==> src/rtl/core/ipd_frame_parser_unit_assert.svh <==
`ifndef IPD_FRAME_PARSER_UNIT_ASSERT_SVH
`define IPD_FRAME_PARSER_UNIT_ASSERT_SVH

// implication checked in the same cycle, ignored while in reset
`define IPD_ASSERT_SAME(lbl, ante, cons, msg) \
    lbl: assert property (@(posedge clk) disable iff (!rst_n) (ante) |-> (cons)) \
        else $error(msg);

// implication checked in the next cycle, ignored while in reset
`define IPD_ASSERT_NEXT(lbl, ante, cons, msg) \
    lbl: assert property (@(posedge clk) disable iff (!rst_n) (ante) |=> (cons)) \
        else $error(msg);

`endif

==> src/rtl/core/ipd_fp_pkg.sv <==
package ipd_fp_pkg;

    // parser phases
    localparam logic [2:0] PH_PREFIX  = 3'd0;
    localparam logic [2:0] PH_ID      = 3'd1;
    localparam logic [2:0] PH_COMMA   = 3'd2;
    localparam logic [2:0] PH_LENGTH  = 3'd3;
    localparam logic [2:0] PH_PAYLOAD = 3'd4;

    // match status codes
    localparam logic [1:0] ST_NOMATCH    = 2'd0;
    localparam logic [1:0] ST_INCOMPLETE = 2'd1;
    localparam logic [1:0] ST_COMPLETE   = 2'd2;

    localparam logic [7:0] CH_ZERO  = 8'h30;
    localparam logic [7:0] CH_FOUR  = 8'h34;
    localparam logic [7:0] CH_NINE  = 8'h39;
    localparam logic [7:0] CH_COLON = 8'h3A;
    localparam logic [7:0] CH_COMMA = 8'h2C;

    localparam logic [2:0] HDR_LEN  = 3'd5;
    localparam logic [2:0] HDR_LAST = 3'd4;

    // register word index, taken from paddr[2]
    localparam logic REG_CAPACITY = 1'b0;
    localparam logic [15:0] CAP_RESET = 16'd1024;

    typedef struct packed {
        logic [1:0]  status;
        logic [2:0]  conn_id;
        logic [15:0] length;
        logic [7:0]  pbyte;
        logic [15:0] pindex;
        logic        store;
    } result_t;

    // "+IPD," header text
    function automatic logic [7:0] hdr_char(input logic [2:0] pos);
        logic [7:0] ch;
        case (pos)
            3'd0:    ch = 8'h2B;
            3'd1:    ch = 8'h49;
            3'd2:    ch = 8'h50;
            3'd3:    ch = 8'h44;
            3'd4:    ch = 8'h2C;
            default: ch = 8'h00;
        endcase
        return ch;
    endfunction

endpackage

==> src/rtl/core/ipd_fp_cfg.sv <==
module ipd_fp_cfg (
    input  logic        clk,
    input  logic        rst_n,
    input  logic        psel,
    input  logic        penable,
    input  logic        pwrite,
    input  logic [2:0]  paddr,
    input  logic [31:0] pwdata,
    output logic [31:0] prdata,
    output logic        pready,
    output logic [15:0] capacity
);

    logic [15:0] cap_reg;
    logic [15:0] cap_next;
    logic        wr_en;

    assign wr_en = psel && penable && pwrite && (paddr[2] == ipd_fp_pkg::REG_CAPACITY);

    always_comb
    begin
        cap_next = cap_reg;
        if (wr_en)
        begin
            cap_next = pwdata[15:0];
        end
    end

    always_ff @(posedge clk or negedge rst_n)
    begin
        if (!rst_n)
        begin
            cap_reg <= ipd_fp_pkg::CAP_RESET;
        end
        else
        begin
            cap_reg <= cap_next;
        end
    end

    assign prdata   = (paddr[2] == ipd_fp_pkg::REG_CAPACITY) ? {16'd0, cap_reg} : 32'd0;
    assign pready   = 1'b1;
    assign capacity = cap_reg;

endmodule

==> src/rtl/core/ipd_fp_in_stage.sv <==
module ipd_fp_in_stage (
    input  logic       clk,
    input  logic       rst_n,
    input  logic       in_valid,
    input  logic [7:0] rx_char,
    input  logic       take,
    output logic       in_ready,
    output logic       s1_valid,
    output logic [7:0] s1_char
);

    logic       valid_reg;
    logic       valid_next;
    logic [7:0] char_reg;
    logic [7:0] char_next;
    logic       accept;

    assign in_ready = !valid_reg || take;
    assign accept   = in_valid && in_ready;

    always_comb
    begin
        valid_next = valid_reg;
        char_next  = char_reg;
        if (accept)
        begin
            valid_next = 1'b1;
            char_next  = rx_char;
        end
        else if (take)
        begin
            valid_next = 1'b0;
        end
    end

    always_ff @(posedge clk or negedge rst_n)
    begin
        if (!rst_n)
        begin
            valid_reg <= 1'b0;
        end
        else
        begin
            valid_reg <= valid_next;
        end
    end

    always_ff @(posedge clk)
    begin
        char_reg <= char_next;
    end

    assign s1_valid = valid_reg;
    assign s1_char  = char_reg;

endmodule

==> src/rtl/core/ipd_fp_core.sv <==
`include "ipd_frame_parser_unit_assert.svh"

module ipd_fp_core #(
    parameter int LENGTH_BITS = 16
) (
    input  logic                clk,
    input  logic                rst_n,
    input  logic                fire,
    input  logic [7:0]          char_in,
    input  logic [15:0]         capacity,
    output ipd_fp_pkg::result_t res
);

    localparam int AW = LENGTH_BITS + 4;
    localparam int EW = LENGTH_BITS + 16;

    logic [2:0]             phase_reg;
    logic [2:0]             phase_next;
    logic [2:0]             pos_reg;
    logic [2:0]             pos_next;
    logic [2:0]             conn_reg;
    logic [2:0]             conn_next;
    logic [LENGTH_BITS-1:0] len_reg;
    logic [LENGTH_BITS-1:0] len_next;
    logic [LENGTH_BITS-1:0] cnt_reg;
    logic [LENGTH_BITS-1:0] cnt_next;

    logic [LENGTH_BITS-1:0] cnt_inc;
    logic [LENGTH_BITS-1:0] len_acc;
    logic [AW-1:0]          acc_wide;
    logic [7:0]             digit;
    logic [1:0]             status;
    logic [7:0]             pbyte;
    logic [LENGTH_BITS-1:0] pindex;
    logic                   store;
    logic [EW-1:0]          len_ext;
    logic [EW-1:0]          idx_ext;
    logic [EW-1:0]          cnt_ext;
    logic [EW-1:0]          cap_ext;

    assign digit   = char_in - ipd_fp_pkg::CH_ZERO;
    assign cnt_inc = cnt_reg + 1'b1;

    // length * 10 + digit, saturating at all ones
    assign acc_wide = (AW'(len_reg) << 3) + (AW'(len_reg) << 1) + AW'(digit[3:0]);
    assign len_acc  = (acc_wide[AW-1:LENGTH_BITS] != '0) ? '1 : acc_wide[LENGTH_BITS-1:0];

    assign cnt_ext = EW'(cnt_reg);
    assign cap_ext = EW'(capacity);

    always_comb
    begin
        phase_next = phase_reg;
        pos_next   = pos_reg;
        conn_next  = conn_reg;
        len_next   = len_reg;
        cnt_next   = cnt_reg;
        status     = ipd_fp_pkg::ST_NOMATCH;
        pbyte      = 8'd0;
        pindex     = '0;
        store      = 1'b0;
        case (phase_reg)
            ipd_fp_pkg::PH_PREFIX:
            begin
                if (pos_reg < ipd_fp_pkg::HDR_LEN && char_in == ipd_fp_pkg::hdr_char(pos_reg))
                begin
                    pos_next = pos_reg + 3'd1;
                    status   = ipd_fp_pkg::ST_INCOMPLETE;
                    if (pos_reg == ipd_fp_pkg::HDR_LAST)
                    begin
                        phase_next = ipd_fp_pkg::PH_ID;
                    end
                end
            end
            ipd_fp_pkg::PH_ID:
            begin
                if (char_in inside {[ipd_fp_pkg::CH_ZERO:ipd_fp_pkg::CH_FOUR]})
                begin
                    conn_next  = digit[2:0];
                    phase_next = ipd_fp_pkg::PH_COMMA;
                    status     = ipd_fp_pkg::ST_INCOMPLETE;
                end
            end
            ipd_fp_pkg::PH_COMMA:
            begin
                if (char_in == ipd_fp_pkg::CH_COMMA)
                begin
                    len_next   = '0;
                    phase_next = ipd_fp_pkg::PH_LENGTH;
                    status     = ipd_fp_pkg::ST_INCOMPLETE;
                end
            end
            ipd_fp_pkg::PH_LENGTH:
            begin
                if (char_in == ipd_fp_pkg::CH_COLON && len_reg != '0)
                begin
                    phase_next = ipd_fp_pkg::PH_PAYLOAD;
                    status     = ipd_fp_pkg::ST_INCOMPLETE;
                end
                else if (char_in inside {[ipd_fp_pkg::CH_ZERO:ipd_fp_pkg::CH_NINE]})
                begin
                    len_next = len_acc;
                    status   = ipd_fp_pkg::ST_INCOMPLETE;
                end
            end
            ipd_fp_pkg::PH_PAYLOAD:
            begin
                pbyte    = char_in;
                pindex   = cnt_reg;
                store    = cnt_ext < cap_ext;
                cnt_next = cnt_inc;
                status   = (cnt_inc == len_reg) ? ipd_fp_pkg::ST_COMPLETE
                                                : ipd_fp_pkg::ST_INCOMPLETE;
            end
            default:
            begin
                status = ipd_fp_pkg::ST_NOMATCH;
            end
        endcase

        // mismatch or finished frame restarts the header search
        if (status != ipd_fp_pkg::ST_INCOMPLETE)
        begin
            phase_next = ipd_fp_pkg::PH_PREFIX;
            pos_next   = 3'd0;
            cnt_next   = '0;
        end
    end

    assign len_ext = EW'(len_next);
    assign idx_ext = EW'(pindex);

    always_comb
    begin
        res.status  = status;
        res.conn_id = conn_next;
        res.length  = len_ext[15:0];
        res.pbyte   = pbyte;
        res.pindex  = idx_ext[15:0];
        res.store   = store;
    end

    always_ff @(posedge clk or negedge rst_n)
    begin
        if (!rst_n)
        begin
            phase_reg <= ipd_fp_pkg::PH_PREFIX;
            pos_reg   <= 3'd0;
            conn_reg  <= 3'd0;
            len_reg   <= '0;
            cnt_reg   <= '0;
        end
        else if (fire)
        begin
            phase_reg <= phase_next;
            pos_reg   <= pos_next;
            conn_reg  <= conn_next;
            len_reg   <= len_next;
            cnt_reg   <= cnt_next;
        end
    end

    `IPD_ASSERT_SAME(a_store_only_payload, res.store, phase_reg == ipd_fp_pkg::PH_PAYLOAD, "store outside payload")
    `IPD_ASSERT_NEXT(a_complete_restarts, fire && res.status == ipd_fp_pkg::ST_COMPLETE, phase_reg == ipd_fp_pkg::PH_PREFIX && cnt_reg == '0, "no restart after frame")
    `IPD_ASSERT_SAME(a_header_done, phase_reg != ipd_fp_pkg::PH_PREFIX, pos_reg == ipd_fp_pkg::HDR_LEN, "header position lost")
    `IPD_ASSERT_SAME(a_payload_len, phase_reg == ipd_fp_pkg::PH_PAYLOAD, len_reg != '0, "payload with zero length")

endmodule

==> src/rtl/core/ipd_fp_out_stage.sv <==
module ipd_fp_out_stage (
    input  logic                clk,
    input  logic                rst_n,
    input  logic                load,
    input  ipd_fp_pkg::result_t res_in,
    input  logic                out_ready,
    output logic                out_valid,
    output ipd_fp_pkg::result_t res_out
);

    logic                valid_reg;
    logic                valid_next;
    ipd_fp_pkg::result_t res_reg;
    ipd_fp_pkg::result_t res_next;

    always_comb
    begin
        valid_next = valid_reg;
        res_next   = res_reg;
        if (load)
        begin
            valid_next = 1'b1;
            res_next   = res_in;
        end
        else if (out_ready)
        begin
            valid_next = 1'b0;
        end
    end

    always_ff @(posedge clk or negedge rst_n)
    begin
        if (!rst_n)
        begin
            valid_reg <= 1'b0;
        end
        else
        begin
            valid_reg <= valid_next;
        end
    end

    always_ff @(posedge clk)
    begin
        res_reg <= res_next;
    end

    assign out_valid = valid_reg;
    assign res_out   = res_reg;

endmodule

==> src/rtl/core/ipd_frame_parser_unit.sv <==
// frame parser for "+IPD,<id>,<length>:<payload>" streams, one received byte per item
// input channel: rx_char with in_valid / in_ready
// output channel: match_status, connection_id, payload_length, payload_byte,
//   payload_index, store_enable with out_valid / out_ready, one result per input item
// apb port: buffer_capacity at byte address 0, written in the access cycle,
//   reads return the register, pready tied high
// path: an accepted item sits in the input register, then passes the parse logic into
//   the result register, which drives the output channel
// throughput: one item per cycle while the output is not stalled, set by the single parse-state update per byte
// reset: parser waits for the '+' of a new header, capacity reads 1024,
//   both stage registers empty
// when out_ready is low the result register holds, the input register still takes
//   one more item, and in_ready drops once both are full
// store_enable is set only for payload bytes whose index is below buffer_capacity
module ipd_frame_parser_unit #(
    parameter int LENGTH_BITS = 16
) (
    input  logic        clk,
    input  logic        rst_n,
    input  logic        in_valid,
    output logic        in_ready,
    input  logic [7:0]  rx_char,
    output logic        out_valid,
    input  logic        out_ready,
    output logic [1:0]  match_status,
    output logic [2:0]  connection_id,
    output logic [15:0] payload_length,
    output logic [7:0]  payload_byte,
    output logic [15:0] payload_index,
    output logic        store_enable,
    input  logic        psel,
    input  logic        penable,
    input  logic        pwrite,
    input  logic [2:0]  paddr,
    input  logic [31:0] pwdata,
    output logic [31:0] prdata,
    output logic        pready
);

    logic                s1_valid;
    logic [7:0]          s1_char;
    logic                advance;
    logic [15:0]         capacity;
    ipd_fp_pkg::result_t res_comb;
    ipd_fp_pkg::result_t res_q;

    // item moves to the result register when that register is free or draining
    assign advance = s1_valid && (!out_valid || out_ready);

    ipd_fp_cfg u_cfg (
        .clk      (clk),
        .rst_n    (rst_n),
        .psel     (psel),
        .penable  (penable),
        .pwrite   (pwrite),
        .paddr    (paddr),
        .pwdata   (pwdata),
        .prdata   (prdata),
        .pready   (pready),
        .capacity (capacity)
    );

    ipd_fp_in_stage u_in (
        .clk      (clk),
        .rst_n    (rst_n),
        .in_valid (in_valid),
        .rx_char  (rx_char),
        .take     (advance),
        .in_ready (in_ready),
        .s1_valid (s1_valid),
        .s1_char  (s1_char)
    );

    ipd_fp_core #(
        .LENGTH_BITS (LENGTH_BITS)
    ) u_core (
        .clk      (clk),
        .rst_n    (rst_n),
        .fire     (advance),
        .char_in  (s1_char),
        .capacity (capacity),
        .res      (res_comb)
    );

    ipd_fp_out_stage u_out (
        .clk       (clk),
        .rst_n     (rst_n),
        .load      (advance),
        .res_in    (res_comb),
        .out_ready (out_ready),
        .out_valid (out_valid),
        .res_out   (res_q)
    );

    assign match_status   = res_q.status;
    assign connection_id  = res_q.conn_id;
    assign payload_length = res_q.length;
    assign payload_byte   = res_q.pbyte;
    assign payload_index  = res_q.pindex;
    assign store_enable   = res_q.store;

endmodule
==> config.mk <==
export PLATFORM = sky130hd
export DESIGN_NAME = ipd_frame_parser_unit
export DESIGN_NICKNAME = d
export VERILOG_FILES = /design/src/rtl/core/ipd_fp_pkg.sv /design/src/rtl/core/ipd_fp_cfg.sv /design/src/rtl/core/ipd_fp_in_stage.sv /design/src/rtl/core/ipd_fp_core.sv /design/src/rtl/core/ipd_fp_out_stage.sv /design/src/rtl/core/ipd_frame_parser_unit.sv
export VERILOG_INCLUDE_DIRS = /design/src /design/src/rtl/core
export SDC_FILE = /design/constraint.sdc
export NUM_CORES = 1
export LEC_CHECK = 0
export BUFFER_PORTS_ARGS = -buffer_cell sky130_fd_sc_hd__buf_2
export CORE_MARGIN = 2
export CORE_UTILIZATION = 54
export CTS_BUF_LIST = sky130_fd_sc_hd__clkbuf_2
export DETAILED_ROUTE_END_ITERATION = 8
export PLACE_DENSITY_LB_ADDON = 0.08
export SLEW_MARGIN = 30
export SYNTH_ARGS = -nofsm -noshare
export SYNTH_HDL_FRONTEND = slang
export SYNTH_HIERARCHICAL = 1
export SYNTH_SLANG_ARGS = --single-unit
==> constraint.sdc <==
create_clock -name clk -period 4.3 [get_ports clk]
set_input_delay 0.43 -clock clk [delete_from_list [all_inputs] [get_ports clk]]
set_output_delay 0.43 -clock clk [all_outputs]
set_load 0.005 [all_outputs]
==> results.md <==
* Worst Hold Class: in -> reg
* Logic pwr share at 0.191
* Post-synthesis mux area share at 0.03548
* Final period demand of the worst path at 3.995 ns
* M1 GR Usage at 0.3389
* Internal Pwr Total at 1.953 mW
* Worst-path fanout max at 6
* DRT antenna net count at 0
* Initial DRC count at between 500 and 600
* Detailed placement HPWL at around 16000 microns
* Arr. time, crit path at 4.44 ns
* Tcrit/Tclk final at 0.9290
* Final worst slack at around 0.31 ns
* Maximum number of pins on one net before global-route repair at 60
* Yosys cell types at 89
* Global placer's final weighted congestion at around 0.96
* CP cell instances: inv_1 > fa_1 > inv_1 > fa_1 > a21o_1 > a2111oi_2 > or3_1 > a221o_1 > o2111ai_4 > a2111oi_0 > buf_4 > o21ai_0
* DRT Wirelength at 21490 microns
* Max IR drop VDD at 0.1505 mV
* Max Slew Vio Count at 0
* Clock Tree Root: clkbuf_2
* Prevailing post-synth register cell: dfrtp_1
* Largest family of logic cells by synthesized area: simple AND/OR/NAND/NOR gates
* Sw frac at 0.2848
* Pleak at ~4.2 nW
* Final cell count without fillers at 1167
* Clk_skew at 0.02935 ns
* Clock Path Buffers at 2
* Met3 usage at 0.04229
* Fraction of layout cells with a size suffix above 1 at 0.2063
* Buffers on Ports at 95
* TritonRoute pass-1 iters at 7
* CP Launch Type: flop
* # diodes at 0
* NetSw at 777.9 uW
* Syn. warnings at 6
* GRT Overall Usage at 0.2693
* Number of remaining DRC errors at 0
* Post-route setup TNS at 0 ns
* Vias in the first global route at 6984
* CP max-delay cell: a2111oi_0
* CP required at approximately 4.7 ns
* Clock sinks at 113
* Post_cts resized at 0
* Initial antenna violation count at 0
* Grt total ovfl at 0
* Setup WS pre-CTS at 0.2890 ns
* Die area at 0.01622 sq mm
* Drt wl/cell at 18.41 microns
* Die Width at around 130 microns
* Post-DR vias/cell at 6.050
* Routed via count at approximately 7000
* GRT Max-Usage Layer: met2
* Global-route met2 utilization at 0.4709
* Sequential share of the synthesized area at 0.3772
* Post-CTS setup repair buffer count at 0
* XOR/XNOR Fraction of Synth Area at 0.02985
* Reg power frac at 0.489
* Pwr/cell area at 292.9 mW/mm^2
* Mapped cell area at 0.008217 sq mm
* Area growth from synthesis to layout at 13.48%
* Num CTS Buffers at 17
* Async S/R FF share, synth at 0.5221
* Compound-Gate Fraction of Synth Area at 0.1843
* Reg clk slew, reported paths at 0.17 ns
* I/O pin count at 131
* RSZ-0062 raised after global routing: no
* Fmax at 250.3 MHz
* Maximum capacitance violations at 0
* Mean Syn Cell Area at 9.588 sq um
* H-tree depth at 4
* Worst Max-Slew Pin Slew at slightly above 0.9 ns
* NumNets Final at between 1000 and 1500
* Core ar. at roughly 0.015 sq mm
* First-pass GRT wire length at ~35000 microns
* Number of synthesized flops with an enable pin at 54
* Post-Synth Adder-Cell Area at 0.08558
* Final setup violation count at 0
* Row Count at 45
* Outcome: completed
* Yosys reg bits at 113
* Syn Inst Count at 857
* CTS tree: yes
* Fin. Hold Viols at 0
* Crit path kind: reg -> reg
* CP Capture Type: flop
* Worst-Skew Late Latency at 0.68 ns
* Clock network power share at 0.319
* Slew headroom at 0.3965
* Slowest cell delay on critical path at between 0.5 and 0.6 ns
* Vert. Die Dim at approximately 130 microns
* Placed insts at about 1100
* Share of synthesized cell area in and, or, nand and nor gates at 0.2170
* Initial core utilization at 0.5466
* Max reg flops at 46
Yosys cell counts, types with 5 or more instances:
library cell	n	area (sq um)
dfrtp_1	58	1451
o31ai_1	11	82.58
nand2_1	50	187.7
nor4b_1	8	70.07
o211ai_1	5	37.54
nor4_1	16	100.1
buf_4	22	165.2
nor4_2	5	62.56
mux2_4	10	150.1
edfxtp_1	54	1622
nand2b_1	18	112.6
buf_2	20	100.1
and3_1	22	137.6
a211oi_2	7	87.58
xnor2_1	20	175.2
a21oi_1	32	160.2
xor2_1	8	70.07
inv_1	49	183.9
nand4_1	18	112.6
nor2b_1	17	106.4
nor3_1	10	50.05
ha_1	53	663.1
a211oi_1	13	97.59
a31oi_1	21	131.4
o21ai_0	54	270.3
nand3_1	27	135.1
and2_1	9	56.30
clkbuf_1	19	71.32
nor2_1	69	259.0
a21o_1	20	150.1
mux2_2	8	90.09
and2b_1	6	45.04
o22ai_1	9	56.30
timing repair:
| action | in CTS | in global routing |
|---|---|---|
| hold buffers | 27 | 0 |
| setup endpoints to repair | 0 | 0 |
| endpoints found under the hold margin | 84 | 0 |
critical path, delay by kind of cell, from the launching register on:
kind            cells  cell delay (ns)
fa+ha+maj           2             1.02
simple gates        1             0.20
flops               1             0.47
buf+inv             3             0.46
compound gates      6             1.63
cell type report:
cell class / instances / area, sq um
fillers: 1291 / 5709
multi-input cells: 643 / 4612
flip-flops and latches: 113 / 3099
repair buffers: 141 / 888.4
well taps: 188 / 235.2
clock inverters: 14 / 211.5
inverters: 50 / 187.7
clock buffers: 18 / 90.09
placed cells by master, fill, tap and decap left out, drive strengths merged, types with 5 or more instances in the layout:
cell	n
buf	114
nor2	69
dfrtp	58
o21ai	54
edfxtp	54
ha	53
inv	51
nand2	50
a21oi	32
nand3	28
dlygate4sd3	27
and3	22
nor4	22
a31oi	21
nand4	21
a21o	20
xnor2	20
a211oi	20
nand2b	19
mux2	19
clkbuf	18
nor2b	17
conb	17
o31ai	13
nor3	11
and2	10
o22ai	9
nor4b	9
xor2	8
a21boi	7
clkinv	7
and2b	6
bufinv	5
o211ai	5
power groups by stage:
stage / logic, mW / registers (mW) / clock network (mW)
final: 0.522 / 1.34 / 0.872
after global routing: 0.580 / 1.35 / 0.935
after CTS: 0.521 / 1.34 / 0.895
after detailed placement: 0.498 / 1.36 / 0
after global placement: 0.484 / 1.35 / 0
after floorplan: 0.322 / 1.35 / 0
metal layers:
metal / up-vias / routed length [microns] / share of wire
li1: 3357 / - / -
met1: 3431 / 9148 / 0.43
met2: 237 / 10900 / 0.51
met3: 35 / 1040 / 0.048
met4: 0 / 395 / 0.018
met5: - / 0 / 0
per-stage QoR:
step	area [sq um]	utilization	hold slack [ns]	total power, mW
floorplan	8273	-	0.1344	1.672
global placement	8752	0.5822	0.4840	1.834
detailed placement	8752	0.5822	0.4989	1.857
CTS	9324	0.6202	0.2866	2.753
global route	9324	0.6202	0.3242	2.865
finish	9324	0.6202	0.3763	2.731
logic make-up (layout without fill, tap and decap cells):
family,Yosys count,after routing
AND/OR/NAND/NOR,308,308
AO/OA/AOI/OAI,212,212
buffers and inverters,116,223
flip-flops,113,113
adder cells (fa/ha/maj),55,55
XOR/XNOR,28,28
multiplexers,23,23
other,2,17
worst paths after layout:
check / start / endpoint / slack (ns) / cells after the start
max in group asynchronous: rst_n / u_core/conn_reg[0]$_DFFE_PN0P_ / 3.29 / 3
max reg2reg: u_in/s1_char[3]$_DFFE_PP_ / u_out/res_out[40]$_DFFE_PP_ / 0.31 / 12
min reg2reg: u_core/conn_reg[1]$_DFFE_PN0P_ / u_core/conn_reg[1]$_DFFE_PN0P_ / 0.54 / 2
min in group asynchronous: rst_n / u_cfg/capacity[14]$_DFFE_PN0P_ / 0.45 / 3
min: pwrite / u_cfg/capacity[15]$_DFFE_PN0P_ / 0.38 / 3
max: u_in/s1_char[3]$_DFFE_PP_ / u_out/res_out[40]$_DFFE_PP_ / 0.31 / 12
(Power assumes the default switching activity.)
